<file path="src/sv/bpc_pkg.sv">
// ----------------------------------------------------------------------------
// bpc_pkg
// Shared types, codes and register reset values for the button press
// classifier.
// ----------------------------------------------------------------------------
package bpc_pkg;

    // request codes
    localparam logic [1:0] REQ_EDGE = 2'd0;
    localparam logic [1:0] REQ_TICK = 2'd1;
    localparam logic [1:0] REQ_POLL = 2'd2;

    // event codes
    localparam logic [1:0] EV_NONE  = 2'd0;
    localparam logic [1:0] EV_CLICK = 2'd1;
    localparam logic [1:0] EV_LONG1 = 2'd2;
    localparam logic [1:0] EV_LONG2 = 2'd3;

    // duration classes
    localparam logic [1:0] DUR_NONE  = 2'd0;
    localparam logic [1:0] DUR_LONG1 = 2'd1;
    localparam logic [1:0] DUR_LONG2 = 2'd2;

    // register map, index = paddr[3:2]
    localparam int unsigned ADDR_W = 4;
    localparam logic [1:0] REG_LONG         = 2'd0;
    localparam logic [1:0] REG_VERY_LONG    = 2'd1;
    localparam logic [1:0] REG_LOCKOUT      = 2'd2;
    localparam logic [1:0] REG_RELEASE_STOP = 2'd3;

    localparam logic [7:0] RST_LONG         = 8'(3 * 20);
    localparam logic [7:0] RST_VERY_LONG    = 8'(6 * 20);
    localparam logic [7:0] RST_LOCKOUT      = 8'(7 * 20);
    localparam logic [7:0] RST_RELEASE_STOP = 8'd12;

    typedef struct packed {
        logic [7:0] long_ticks;
        logic [7:0] very_long_ticks;
        logic [7:0] lockout_ticks;
        logic [7:0] release_stop_ticks;
    } t_cfg;

    typedef struct packed {
        logic [1:0] req_type;
        logic       pin_level;
        logic       events_muted;
    } t_item;

    typedef struct packed {
        logic [1:0] event_code;
        logic       press_kind;
        logic [1:0] hold_class;
        logic       is_pressed;
        logic       timer_active;
    } t_result;

endpackage

</file>
<file path="src/sv/bpc_in_if.sv">
// ----------------------------------------------------------------------------
// bpc_in_if
// Input channel: valid/ready handshake carrying one request.
// ----------------------------------------------------------------------------
interface bpc_in_if;
    logic       valid;
    logic       ready;
    logic [1:0] req_type;
    logic       pin_level;
    logic       events_muted;

    modport source (output valid, output req_type, output pin_level,
                    output events_muted, input ready);
    modport sink   (input valid, input req_type, input pin_level,
                    input events_muted, output ready);
endinterface

</file>
<file path="src/sv/bpc_out_if.sv">
// ----------------------------------------------------------------------------
// bpc_out_if
// Result channel: valid/ready handshake carrying one classification result.
// ----------------------------------------------------------------------------
interface bpc_out_if;
    logic       valid;
    logic       ready;
    logic [1:0] event_code;
    logic       press_kind;
    logic [1:0] hold_class;
    logic       is_pressed;
    logic       timer_active;

    modport source (output valid, output event_code, output press_kind,
                    output hold_class, output is_pressed, output timer_active,
                    input ready);
    modport sink   (input valid, input event_code, input press_kind,
                    input hold_class, input is_pressed, input timer_active,
                    output ready);
endinterface

</file>
<file path="src/sv/bpc_cfg.sv">
// ----------------------------------------------------------------------------
// bpc_cfg
// APB register file holding the four tick thresholds.
// ----------------------------------------------------------------------------
module bpc_cfg
    import bpc_pkg::*;
(
    input  logic              i_clk,
    input  logic              i_rst_n,
    input  logic              psel,
    input  logic              penable,
    input  logic              pwrite,
    input  logic [ADDR_W-1:0] paddr,
    input  logic [31:0]       pwdata,
    output logic [31:0]       prdata,
    output logic              pready,
    output t_cfg              o_cfg
);

    t_cfg       r_cfg;
    logic       wr_en;
    logic [1:0] reg_idx;

    assign pready  = 1'b1;
    assign wr_en   = psel && penable && pwrite;
    assign reg_idx = paddr[ADDR_W-1:2];

    always_ff @(posedge i_clk) begin
        if (!i_rst_n) begin
            r_cfg.long_ticks         <= RST_LONG;
            r_cfg.very_long_ticks    <= RST_VERY_LONG;
            r_cfg.lockout_ticks      <= RST_LOCKOUT;
            r_cfg.release_stop_ticks <= RST_RELEASE_STOP;
        end else if (wr_en) begin
            case (reg_idx)
                REG_LONG:         r_cfg.long_ticks         <= pwdata[7:0];
                REG_VERY_LONG:    r_cfg.very_long_ticks    <= pwdata[7:0];
                REG_LOCKOUT:      r_cfg.lockout_ticks      <= pwdata[7:0];
                REG_RELEASE_STOP: r_cfg.release_stop_ticks <= pwdata[7:0];
                default:          r_cfg                    <= r_cfg;
            endcase
        end
    end

    always_comb begin
        case (reg_idx)
            REG_LONG:         prdata = {24'd0, r_cfg.long_ticks};
            REG_VERY_LONG:    prdata = {24'd0, r_cfg.very_long_ticks};
            REG_LOCKOUT:      prdata = {24'd0, r_cfg.lockout_ticks};
            REG_RELEASE_STOP: prdata = {24'd0, r_cfg.release_stop_ticks};
            default:          prdata = 32'd0;
        endcase
    end

    assign o_cfg = r_cfg;

endmodule

</file>
<file path="src/sv/bpc_core.sv">
// ----------------------------------------------------------------------------
// bpc_core
// Press state and its combinational next-state update for one registered request.
// ----------------------------------------------------------------------------
module bpc_core
    import bpc_pkg::*;
(
    input  logic    i_clk,
    input  logic    i_rst_n,
    input  logic    i_adv,
    input  t_item   i_item,
    input  t_cfg    i_cfg,
    output t_result o_result
);

    logic [7:0] r_hold_count, n_hold_count;
    logic [7:0] r_release_count, n_release_count;
    logic       r_timer_on, n_timer_on;
    logic       r_press_flag, n_press_flag;
    logic       r_key_kind, n_key_kind;
    logic [1:0] r_duration_class, n_duration_class;
    logic [1:0] n_event;
    logic [7:0] hold_inc;

    // saturating increment; a lockout of 255 lets the count reach the ceiling
    assign hold_inc = (r_hold_count == 8'hFF) ? r_hold_count : 8'(r_hold_count + 8'd1);

    always_comb begin
        n_hold_count     = r_hold_count;
        n_release_count  = r_release_count;
        n_timer_on       = r_timer_on;
        n_press_flag     = r_press_flag;
        n_key_kind       = r_key_kind;
        n_duration_class = r_duration_class;
        n_event          = EV_NONE;
        case (i_item.req_type)
            REQ_EDGE: begin
                if (!i_item.pin_level) begin
                    if (r_hold_count == 8'd0) begin
                        n_press_flag = 1'b1;
                        n_key_kind   = 1'b0;
                        n_timer_on   = 1'b1;
                    end
                end else begin
                    if (r_hold_count == 8'd0) begin
                        n_timer_on       = 1'b0;
                        n_duration_class = DUR_NONE;
                    end else if (r_hold_count < i_cfg.long_ticks) begin
                        n_timer_on       = 1'b0;
                        n_duration_class = DUR_NONE;
                        n_key_kind       = 1'b1;
                        n_hold_count     = 8'd0;
                        if (!i_item.events_muted) begin
                            n_event = EV_CLICK;
                        end
                    end else if (r_hold_count < i_cfg.lockout_ticks) begin
                        n_hold_count = 8'd0;
                    end
                    n_press_flag = 1'b0;
                end
            end
            REQ_TICK: begin
                if (r_timer_on) begin
                    if (!i_item.pin_level) begin
                        n_release_count = 8'd0;
                        if (r_hold_count <= i_cfg.lockout_ticks) begin
                            n_hold_count = hold_inc;
                            if (hold_inc == i_cfg.long_ticks) begin
                                n_duration_class = DUR_LONG1;
                                n_key_kind       = 1'b0;
                                n_event          = EV_LONG1;
                            end else if (hold_inc == i_cfg.very_long_ticks) begin
                                n_duration_class = DUR_LONG2;
                                n_key_kind       = 1'b0;
                                n_event          = EV_LONG2;
                            end
                        end
                    end else if (r_release_count >= i_cfg.release_stop_ticks) begin
                        n_release_count = 8'd0;
                        n_hold_count    = 8'd0;
                        n_timer_on      = 1'b0;
                    end else begin
                        n_release_count = 8'(r_release_count + 8'd1);
                    end
                end
            end
            REQ_POLL: begin
                if (i_item.pin_level && (r_hold_count >= i_cfg.lockout_ticks)) begin
                    n_hold_count = 8'd0;
                end
            end
            default: begin
                n_event = EV_NONE;
            end
        endcase
    end

    always_ff @(posedge i_clk) begin
        if (!i_rst_n) begin
            r_hold_count     <= 8'd0;
            r_release_count  <= 8'd0;
            r_timer_on       <= 1'b0;
            r_press_flag     <= 1'b0;
            r_key_kind       <= 1'b0;
            r_duration_class <= DUR_NONE;
        end else if (i_adv) begin
            r_hold_count     <= n_hold_count;
            r_release_count  <= n_release_count;
            r_timer_on       <= n_timer_on;
            r_press_flag     <= n_press_flag;
            r_key_kind       <= n_key_kind;
            r_duration_class <= n_duration_class;
        end
    end

    // result reflects the state after this transaction
    assign o_result.event_code   = n_event;
    assign o_result.press_kind   = n_key_kind;
    assign o_result.hold_class   = n_duration_class;
    assign o_result.is_pressed   = n_press_flag;
    assign o_result.timer_active = n_timer_on;

    a_hold_when_stalled: assert property (@(posedge i_clk) disable iff (!i_rst_n)
        !i_adv |=> $stable(r_hold_count) && $stable(r_release_count) && $stable(r_timer_on))
        else $error("state changed without a transaction");

    a_idle_tick: assert property (@(posedge i_clk) disable iff (!i_rst_n)
        (i_adv && !r_timer_on && i_item.req_type == REQ_TICK)
        |=> $stable(r_hold_count) && $stable(r_release_count) && !r_timer_on)
        else $error("tick with stopped timer changed counters");

    a_click_state: assert property (@(posedge i_clk) disable iff (!i_rst_n)
        (i_adv && n_event == EV_CLICK)
        |=> r_key_kind && !r_press_flag && !r_timer_on && r_hold_count == 8'd0)
        else $error("click left inconsistent state");

    a_long_state: assert property (@(posedge i_clk) disable iff (!i_rst_n)
        (i_adv && (n_event == EV_LONG1 || n_event == EV_LONG2))
        |=> r_timer_on && !r_key_kind && r_duration_class != DUR_NONE)
        else $error("long press left inconsistent state");

endmodule

</file>
<file path="src/sv/button_press_classifier.sv">
// ----------------------------------------------------------------------------
// button_press_classifier
// Click / long-press classifier for one active-low button.
// ----------------------------------------------------------------------------
// Takes one request transaction (pin edge, timer tick or release poll) per
// clock and returns exactly one result transaction for each, in order.
// The request is captured in an input register, the press state is updated by
// one level of compare/increment logic, and the result lands in an output
// register. Throughput is one transaction per cycle; the input side keeps
// accepting while a result waits on the output, stalling only when both
// registers hold unconsumed data. Thresholds are set over APB (long, very
// long, lockout, release stop at 0x0/0x4/0x8/0xC) and should only be
// written while no transaction is in flight.
module button_press_classifier
    import bpc_pkg::*;
(
    input  logic              i_clk,
    input  logic              i_rst_n,
    bpc_in_if.sink            i_in,
    bpc_out_if.source         o_out,
    input  logic              psel,
    input  logic              penable,
    input  logic              pwrite,
    input  logic [ADDR_W-1:0] paddr,
    input  logic [31:0]       pwdata,
    output logic [31:0]       prdata,
    output logic              pready
);

    t_cfg    cfg;
    t_item   r_in;
    logic    r_in_valid;
    t_result r_out;
    logic    r_out_valid;
    t_result core_res;
    logic    adv;
    logic    in_take;

    bpc_cfg u_cfg (
        .i_clk   (i_clk),
        .i_rst_n (i_rst_n),
        .psel    (psel),
        .penable (penable),
        .pwrite  (pwrite),
        .paddr   (paddr),
        .pwdata  (pwdata),
        .prdata  (prdata),
        .pready  (pready),
        .o_cfg   (cfg)
    );

    assign adv     = r_in_valid && (!r_out_valid || o_out.ready);
    assign i_in.ready = !r_in_valid || adv;
    assign in_take = i_in.valid && i_in.ready;

    always_ff @(posedge i_clk) begin
        if (!i_rst_n) begin
            r_in_valid <= 1'b0;
        end else if (i_in.ready) begin
            r_in_valid <= i_in.valid;
        end
    end

    always_ff @(posedge i_clk) begin
        if (in_take) begin
            r_in.req_type     <= i_in.req_type;
            r_in.pin_level    <= i_in.pin_level;
            r_in.events_muted <= i_in.events_muted;
        end
    end

    bpc_core u_core (
        .i_clk    (i_clk),
        .i_rst_n  (i_rst_n),
        .i_adv    (adv),
        .i_item   (r_in),
        .i_cfg    (cfg),
        .o_result (core_res)
    );

    always_ff @(posedge i_clk) begin
        if (!i_rst_n) begin
            r_out_valid <= 1'b0;
        end else if (adv) begin
            r_out_valid <= 1'b1;
        end else if (o_out.ready) begin
            r_out_valid <= 1'b0;
        end
    end

    always_ff @(posedge i_clk) begin
        if (adv) begin
            r_out <= core_res;
        end
    end

    assign o_out.valid        = r_out_valid;
    assign o_out.event_code   = r_out.event_code;
    assign o_out.press_kind   = r_out.press_kind;
    assign o_out.hold_class   = r_out.hold_class;
    assign o_out.is_pressed   = r_out.is_pressed;
    assign o_out.timer_active = r_out.timer_active;

endmodule

</file>
<file path="src/flat_wrapper.sv">
// flat-port wrapper written by rule: the top's interface ports become plain ports
module button_press_classifier_flat import bpc_pkg::*;
  (i_clk, i_rst_n, psel, penable, pwrite, paddr, pwdata, prdata, pready, i_in_valid, i_in_req_type, i_in_pin_level, i_in_events_muted, i_in_ready, o_out_valid, o_out_event_code, o_out_press_kind, o_out_hold_class, o_out_is_pressed, o_out_timer_active, o_out_ready);
  bpc_in_if i_in_i ();
  bpc_out_if o_out_i ();
  input  logic i_clk;
  input  logic i_rst_n;
  input  logic psel;
  input  logic penable;
  input  logic pwrite;
  input  logic [ADDR_W-1:0] paddr;
  input  logic [31:0] pwdata;
  output logic [31:0] prdata;
  output logic pready;
  input wire logic [$bits(i_in_i.valid)-1:0] i_in_valid;
  input wire logic [$bits(i_in_i.req_type)-1:0] i_in_req_type;
  input wire logic [$bits(i_in_i.pin_level)-1:0] i_in_pin_level;
  input wire logic [$bits(i_in_i.events_muted)-1:0] i_in_events_muted;
  output wire logic [$bits(i_in_i.ready)-1:0] i_in_ready;
  output wire logic [$bits(o_out_i.valid)-1:0] o_out_valid;
  output wire logic [$bits(o_out_i.event_code)-1:0] o_out_event_code;
  output wire logic [$bits(o_out_i.press_kind)-1:0] o_out_press_kind;
  output wire logic [$bits(o_out_i.hold_class)-1:0] o_out_hold_class;
  output wire logic [$bits(o_out_i.is_pressed)-1:0] o_out_is_pressed;
  output wire logic [$bits(o_out_i.timer_active)-1:0] o_out_timer_active;
  input wire logic [$bits(o_out_i.ready)-1:0] o_out_ready;
  assign i_in_i.valid = i_in_valid;
  assign i_in_i.req_type = i_in_req_type;
  assign i_in_i.pin_level = i_in_pin_level;
  assign i_in_i.events_muted = i_in_events_muted;
  assign i_in_ready = i_in_i.ready;
  assign o_out_valid = o_out_i.valid;
  assign o_out_event_code = o_out_i.event_code;
  assign o_out_press_kind = o_out_i.press_kind;
  assign o_out_hold_class = o_out_i.hold_class;
  assign o_out_is_pressed = o_out_i.is_pressed;
  assign o_out_timer_active = o_out_i.timer_active;
  assign o_out_i.ready = o_out_ready;
  button_press_classifier u_core (.i_clk(i_clk), .i_rst_n(i_rst_n), .i_in(i_in_i), .o_out(o_out_i), .psel(psel), .penable(penable), .pwrite(pwrite), .paddr(paddr), .pwdata(pwdata), .prdata(prdata), .pready(pready));
endmodule
</file>
<file path="config.mk">
export PLATFORM = sky130hd
export DESIGN_NAME = button_press_classifier_flat
export DESIGN_NICKNAME = d
export VERILOG_FILES = /design/src/sv/bpc_pkg.sv /design/src/sv/bpc_in_if.sv /design/src/sv/bpc_out_if.sv /design/src/sv/bpc_cfg.sv /design/src/sv/bpc_core.sv /design/src/sv/button_press_classifier.sv /design/src/flat_wrapper.sv
export SDC_FILE = /design/constraint.sdc
export NUM_CORES = 1
export LEC_CHECK = 0
export BUFFER_PORTS_ARGS = -buffer_cell sky130_fd_sc_hd__buf_2
export CAP_MARGIN = 20
export CORE_MARGIN = 8
export CORE_UTILIZATION = 40
export CTS_CLUSTER_SIZE = 25
export DETAILED_ROUTE_END_ITERATION = 12
export GPL_TIMING_DRIVEN = 1
export PLACE_DENSITY_LB_ADDON = 0.3
export SYNTH_ARGS = -nofsm -noshare
export SYNTH_HDL_FRONTEND = slang
export SYNTH_SLANG_ARGS = --single-unit
</file>
<file path="constraint.sdc">
create_clock -name i_clk -period 3.7 [get_ports i_clk]
set_input_delay 0.74 -clock i_clk [delete_from_list [all_inputs] [get_ports i_clk]]
set_output_delay 0.74 -clock i_clk [all_outputs]
set_load 0.03 [all_outputs]
</file>
==> impl_metrics.ini, run 1 <==
[status]
outcome = complete, no violations

[grt]
antenna_found_initial = 0
gr-usage-all-layers_pct = 16.3
gr-max-usage-layer = met2
grt_pass1_vias = 3844
grt_overflow = 0
grt_pass1_wl_um = 19500
use_met1_pct = 20.4
use_met2_pct = 27.1
grt_max_degree = 27
use_met3_pct = 3.61

[route]
wl_um = 12000
wl_per_cell_um = 16.6
first_pass_iters = 5
vias = 4033
drtIter0Drc = 250
final_antenna_net_count = 0
vias_per_cell = 5.59
post-route-drc-count = 0

[synth]
yosysTopAreaCellShare_pct = 24.0
syn_inst = 546
avgSynthCellArea_um2 = 8.39
async_reset_ff_share_pct = 0
ys.flop_type = dfxtp_1
syn_area_um2 = 4580
synth-seq-area-share_pct = 31.2
synthTopCellsByArea = dfxtp_1 (24%), edfxtp_1 (7.2%), ha_1 (7.1%), nand2_1 (5.8%), buf_4 (4.9%)
synth_cell_types = 72
yosysWarnings = 0
yosysTopAreaCell = dfxtp_1
synth_edf_count = 11
ys_seq_elements = 66

[cts]
root_buffer = clkbuf_16
clk_path_buf_depth = 2
cts_hold_buf = 0
postCtsSetupBuffers = 0
cts.sinks = 66
htreeDepth = 3
insertion_delay_ps = 320
cts_tree = done
clkTransAtPathRegs_ps = 60
cts-buffers-inserted = 9
postCtsResizedCells = 0

[worst_setup_path]
crit_family = simple AND/OR/NAND/NOR gates
r2r-start = u_core.u_core.r_hold_count[1]
critPathKind = flip-flop to flip-flop
worstPathCellList = ha_1 -> nand4_2 -> a2111oi_2 -> a21oi_1 -> or3_1 -> or3_4 -> a211oi_1 -> o21ai_0
start_kind = flip-flop
reg2reg_depth = 8
crit_fanout = 11
rrSetupSlack_ps = 440
required_ps = 3760
arrival_ps = 3320
critPathMaxStageDelay_ps = 570
crit_slowest_cell = ha_1
crit_buf_inv = 0
timing.rr.end = u_core.o_out.press_kind
crit_path_end_kind = flip-flop

[layout]
fin_nets = 648
multi_input_area_um2 = 2780
drive_gt1_share_pct = 14.9
num-fill-cells = 1136
syn_to_final_growth_pct = 9.92
final_cell_mix = nand2_1 (71), dfxtp_1 (55), nor2_1 (42)
final-seq-area_um2 = 1430
num_antenna_cells = 0
fin_util_pct = 44.5
final_common_cell = nand2_1

[sta]
drv_slew = 0
rsz0062_at_grt = false
max_freq_mhz = 307
final.period_utilization_pct = 88.0
finClkSkew_ps = 5.90
fin_tns_setup_ps = 0
hold_viol = 0
setup_viol = 0
slew_headroom_pct = 48.5
worst_slew_pin_slew_ps = 771
period_needed_ps = 3260

[pwr]
p_int_mw = 1.26
clockPowerShare_pct = 45.6
p_sw_share_pct = 25.7
sequentialPowerShare_pct = 45.1
finalPower_mw = 1.69
p_comb_share_pct = 9.3
ir_worst_vdd_mv = 0.229
power_leakage_nw = 2.08
power_density_nw_per_um2 = 336
power.switching_mw = 0.434

[flow_run]
cap_viol_max_count = 0

[worst_hold_path]
min_to = u_core.u_core.r_press_flag
hold_depth = 2
hold_class = flip-flop to flip-flop
hp-start = u_core.u_core.r_press_flag

[placement]
port_buffers = 37
dp_hpwl_um = 9240
place.gp.congestion = 0.895

[floorplan]
die_y_um = 123
die-area_um2 = 15100
ios = 89
initial_core_util_pct = 40.5
core_area_um2 = 11300
rows = 39
die_x_um = 123
## layout make-up
type                    count  area share [%]
well taps                 143            3.55
flip-flops and latches     66            28.4
inverters                  35            2.61
clock inverters             3           0.348
repair buffers             45            4.87
multi-input cells         418            55.3
clock buffers              12            4.90
## sequential cells by signal, summed over array words and instances, names as in the netlist, 2 cells and up
| name | count |
|---|---|
| u_core.o_out.event_code | 2 |
| u_core.o_out.hold_class | 2 |
| u_core.r_in | 4 |
| u_core.u_cfg.o_cfg | 32 |
| u_core.u_core.r_duration_class | 2 |
| u_core.u_core.r_hold_count | 8 |
| u_core.u_core.r_release_count | 8 |
## power groups by stage
stage          sequential [mW]  combinational, mW  clock, mW
2_1_floorplan            0.777              0.132          0
4_1_cts                  0.763              0.157      0.784
6_report                 0.763              0.157      0.770
5_1_grt                  0.765              0.171      0.817
3_5_place_dp             0.778              0.157          0
3_3_place_gp             0.777              0.155          0
## cell usage after synthesis (5+ instances only)
cell and instances:
a21o_1 6, a21oi_1 38, a31oi_1 5, and2_1 6
and3_1 5, buf_4 30, clkbuf_1 10, dfxtp_1 55
edfxtp_1 11, ha_1 26, inv_1 34, mux2i_1 8
mux4_2 8, nand2_1 71, nand2b_1 10, nand3_1 14
nand4_1 9, nor2_1 42, nor2b_1 8, nor3_1 5
nor4_1 5, o211ai_1 11, o21ai_0 28, or3_1 6
xnor2_1 10, xor2_1 8
## how the worst max path moves through the flow
stage | start | endpoint | slack [ps] | cells past startpoint
6_report | u_core.u_core.r_hold_count[1] | u_core.o_out.press_kind | 440 | 8
5_1_grt | u_core.u_core.r_hold_count[1] | u_core.o_out.press_kind | 340 | 8
4_1_cts | u_core.u_core.r_hold_count[1] | u_core.o_out.press_kind | 490 | 8
3_5_place_dp | u_core.u_core.r_hold_count[0] | u_core.o_out.press_kind | 500 | 8
3_3_place_gp | u_core.u_cfg.o_cfg[29] | u_core.u_core.r_hold_count[0] | 570 | 9
2_1_floorplan | paddr[3] | prdata[0] | 1110 | 2
## metrics by stage
step / cell area [µm²] / instances / setup slack (ps) / hold WS [ps]
final: 5030 / 722 / 444 / 464
after detailed placement: 4770 / 707 / 498 / 462
after floorplan: 4670 / 569 / 1110 / 436
after CTS: 5030 / 722 / 487 / 470
after global routing: 5030 / 722 / 339 / 500
after global placement: 4770 / 707 / 568 / 447
## worst min-delay path, cell delays in order (launching register included)
cell     delay [ps]
dfxtp_1         310
nand2_1          50
a21oi_1          60
## layer usage
metal	vias to the layer above	part of all wire [%]
li1	1964	-
met1	1901	44
met2	153	48
met3	15	6.0
met4	0	1.5
met5	-	0
## cells by family after synthesis
group / after synthesis / share of synthesized area, %
buf+inv: 85 / 9.86
mux: 16 / 5.68
compound gates: 129 / 19.7
flops: 66 / 31.2
simple gates: 202 / 22.0
xor+xnor: 20 / 4.29
fa+ha+maj: 26 / 7.10
other cells: 2 / 0.164
Note: power is estimated with default switching activity, not from simulation.
==> inputs of run 2 (changes only) <==
PLACE_DENSITY = 0.61   (was unset)
PLACE_DENSITY_LB_ADDON = unset   (was 0.3)
==> run 2 against run 1 <==
Compared with the run above: clock power increased by 9.7%; critical path depth stayed put; die area stayed put; hold slack improved by 3.0 ps; sequential share of layout area is 0.19 points lower; via count shrank 1.7%; cell count increased by 0.14%; highest routed layer unchanged; register-to-register slack better by 80 ps; non-clock buffer count unchanged; routed wire length is 0.15% lower.
==> impl_metrics.ini, run 2 (synthesis gave the netlist of run 1 again) <==
[sta]
worst_slew_pin_slew_ps = 821
final.period_utilization_pct = 85.8
finClkSkew_ps = 6.07
slew_headroom_pct = 45.2
rsz0062_at_grt = false
setup_viol = 0
period_needed_ps = 3180
max_freq_mhz = 315
hold_viol = 0
fin_tns_setup_ps = 0
drv_slew = 0

[pwr]
power_leakage_nw = 2.10
sequentialPowerShare_pct = 43.2
clockPowerShare_pct = 47.9
p_comb_share_pct = 8.9
finalPower_mw = 1.77
ir_worst_vdd_mv = 0.288
power.switching_mw = 0.462
p_int_mw = 1.30
p_sw_share_pct = 26.1
power_density_nw_per_um2 = 348

[worst_setup_path]
arrival_ps = 3250
crit_fanout = 11
critPathKind = flip-flop to flip-flop
crit_path_end_kind = flip-flop
start_kind = flip-flop
required_ps = 3770
r2r-start = u_core.u_core.r_hold_count[0]
critPathLaunch = u_core.u_core.r_hold_count[0]

[layout]
final_common_cell = nand2_1
syn_to_final_growth_pct = 10.7
num_antenna_cells = 0
fin_nets = 648
drive_gt1_share_pct = 15.3
fin_util_pct = 44.8
largest_register_ffs = 32
final_cell_mix = nand2_1 (71), dfxtp_1 (55), nor2_1 (42)
stdcell_area_um2 = 5070

[cts]
cts_tree = done
postCtsResizedCells = 0
insertion_delay_ps = 330
htreeDepth = 3
cts.sinks = 66
postCtsSetupBuffers = 0
cts-buffers-inserted = 9
clkTransAtPathRegs_ps = 60
cts_hold_buf = 0
clk_path_buf_depth = 2
root_buffer = clkbuf_16

[route]
final_antenna_net_count = 0
vias_per_cell = 5.48
wl_per_cell_um = 16.5
first_pass_iters = 5
vias = 3963
drtIter0Drc = 261
post-route-drc-count = 0
wl_um = 11900

[grt]
gr-usage-all-layers_pct = 16.1
gr-max-usage-layer = met2
use_met1_pct = 20.5
grt_overflow = 0
grt_pass1_wl_um = 19300
grt_max_degree = 27
use_met3_pct = 2.74
grt_pass1_vias = 3825
use_met2_pct = 27.0
antenna_found_initial = 0

[placement]
place.gp.congestion = 0.901
dp_hpwl_um = 9120
place_area_um2 = 4770
port_buffers = 37

[status]
outcome = complete, no violations

[flow_run]
cap_viol_max_count = 0

[worst_hold_path]
hold_class = flip-flop to flip-flop
hp-start = u_core.u_core.r_press_flag

[floorplan]
ios = 89
die-area_um2 = 15100
initial_core_util_pct = 40.5
die_x_um = 123
core_area_um2 = 11300
die_y_um = 123
rows = 39
[run 2: per-layer routing]
layer	routed length (µm)	up-vias
met2	5720	111
met5	0	-
met3	673	16
met4	183	0
met1	5380	1863
li1	-	1973
[run 2: final timing paths]
check	depth (start not counted)	slack, ps	end
setup reg to reg	8	520	u_core.o_out.press_kind
setup / recovery	8	520	u_core.o_out.press_kind
hold reg to reg	2	470	u_core.u_core.r_press_flag
hold / removal	2	470	u_core.u_core.r_press_flag
[run 2: stage by stage]
| step | setup slack (ps) | hold slack (ps) | std cells |
|---|---|---|---|
| final | 524 | 467 | 723 |
| after global routing | 380 | 494 | 723 |
| after detailed placement | 559 | 460 | 707 |
| after CTS | 536 | 466 | 723 |
| after global placement | 552 | 447 | 707 |
| after floorplan | 1110 | 436 | 569 |
[run 2: power by group through the flow]
stage / clock network [mW] / logic (mW) / registers, mW
CTS: 0.862 / 0.157 / 0.762
global placement: 0 / 0.154 / 0.777
floorplan: 0 / 0.132 / 0.777
finish: 0.845 / 0.157 / 0.763
detailed placement: 0 / 0.156 / 0.778
global route: 0.888 / 0.171 / 0.765
[run 2: final cells by class]
cell class	instances	area [µm²]
clock buffers	11	264
clock inverters	5	33.8
fillers	1134	6250
inverters	35	131
multi-input cells	418	2780
flip-flops and latches	66	1430
well taps	143	179
repair buffers	45	245
[run 2: worst max-delay path, stage by stage, from the launching register on]
cell	delay, ps
dfxtp_1	490
ha_1	560
nand4_2	220
a2111oi_2	330
a21oi_1	110
or3_1	430
or3_4	410
a211oi_1	250
o21ai_0	120
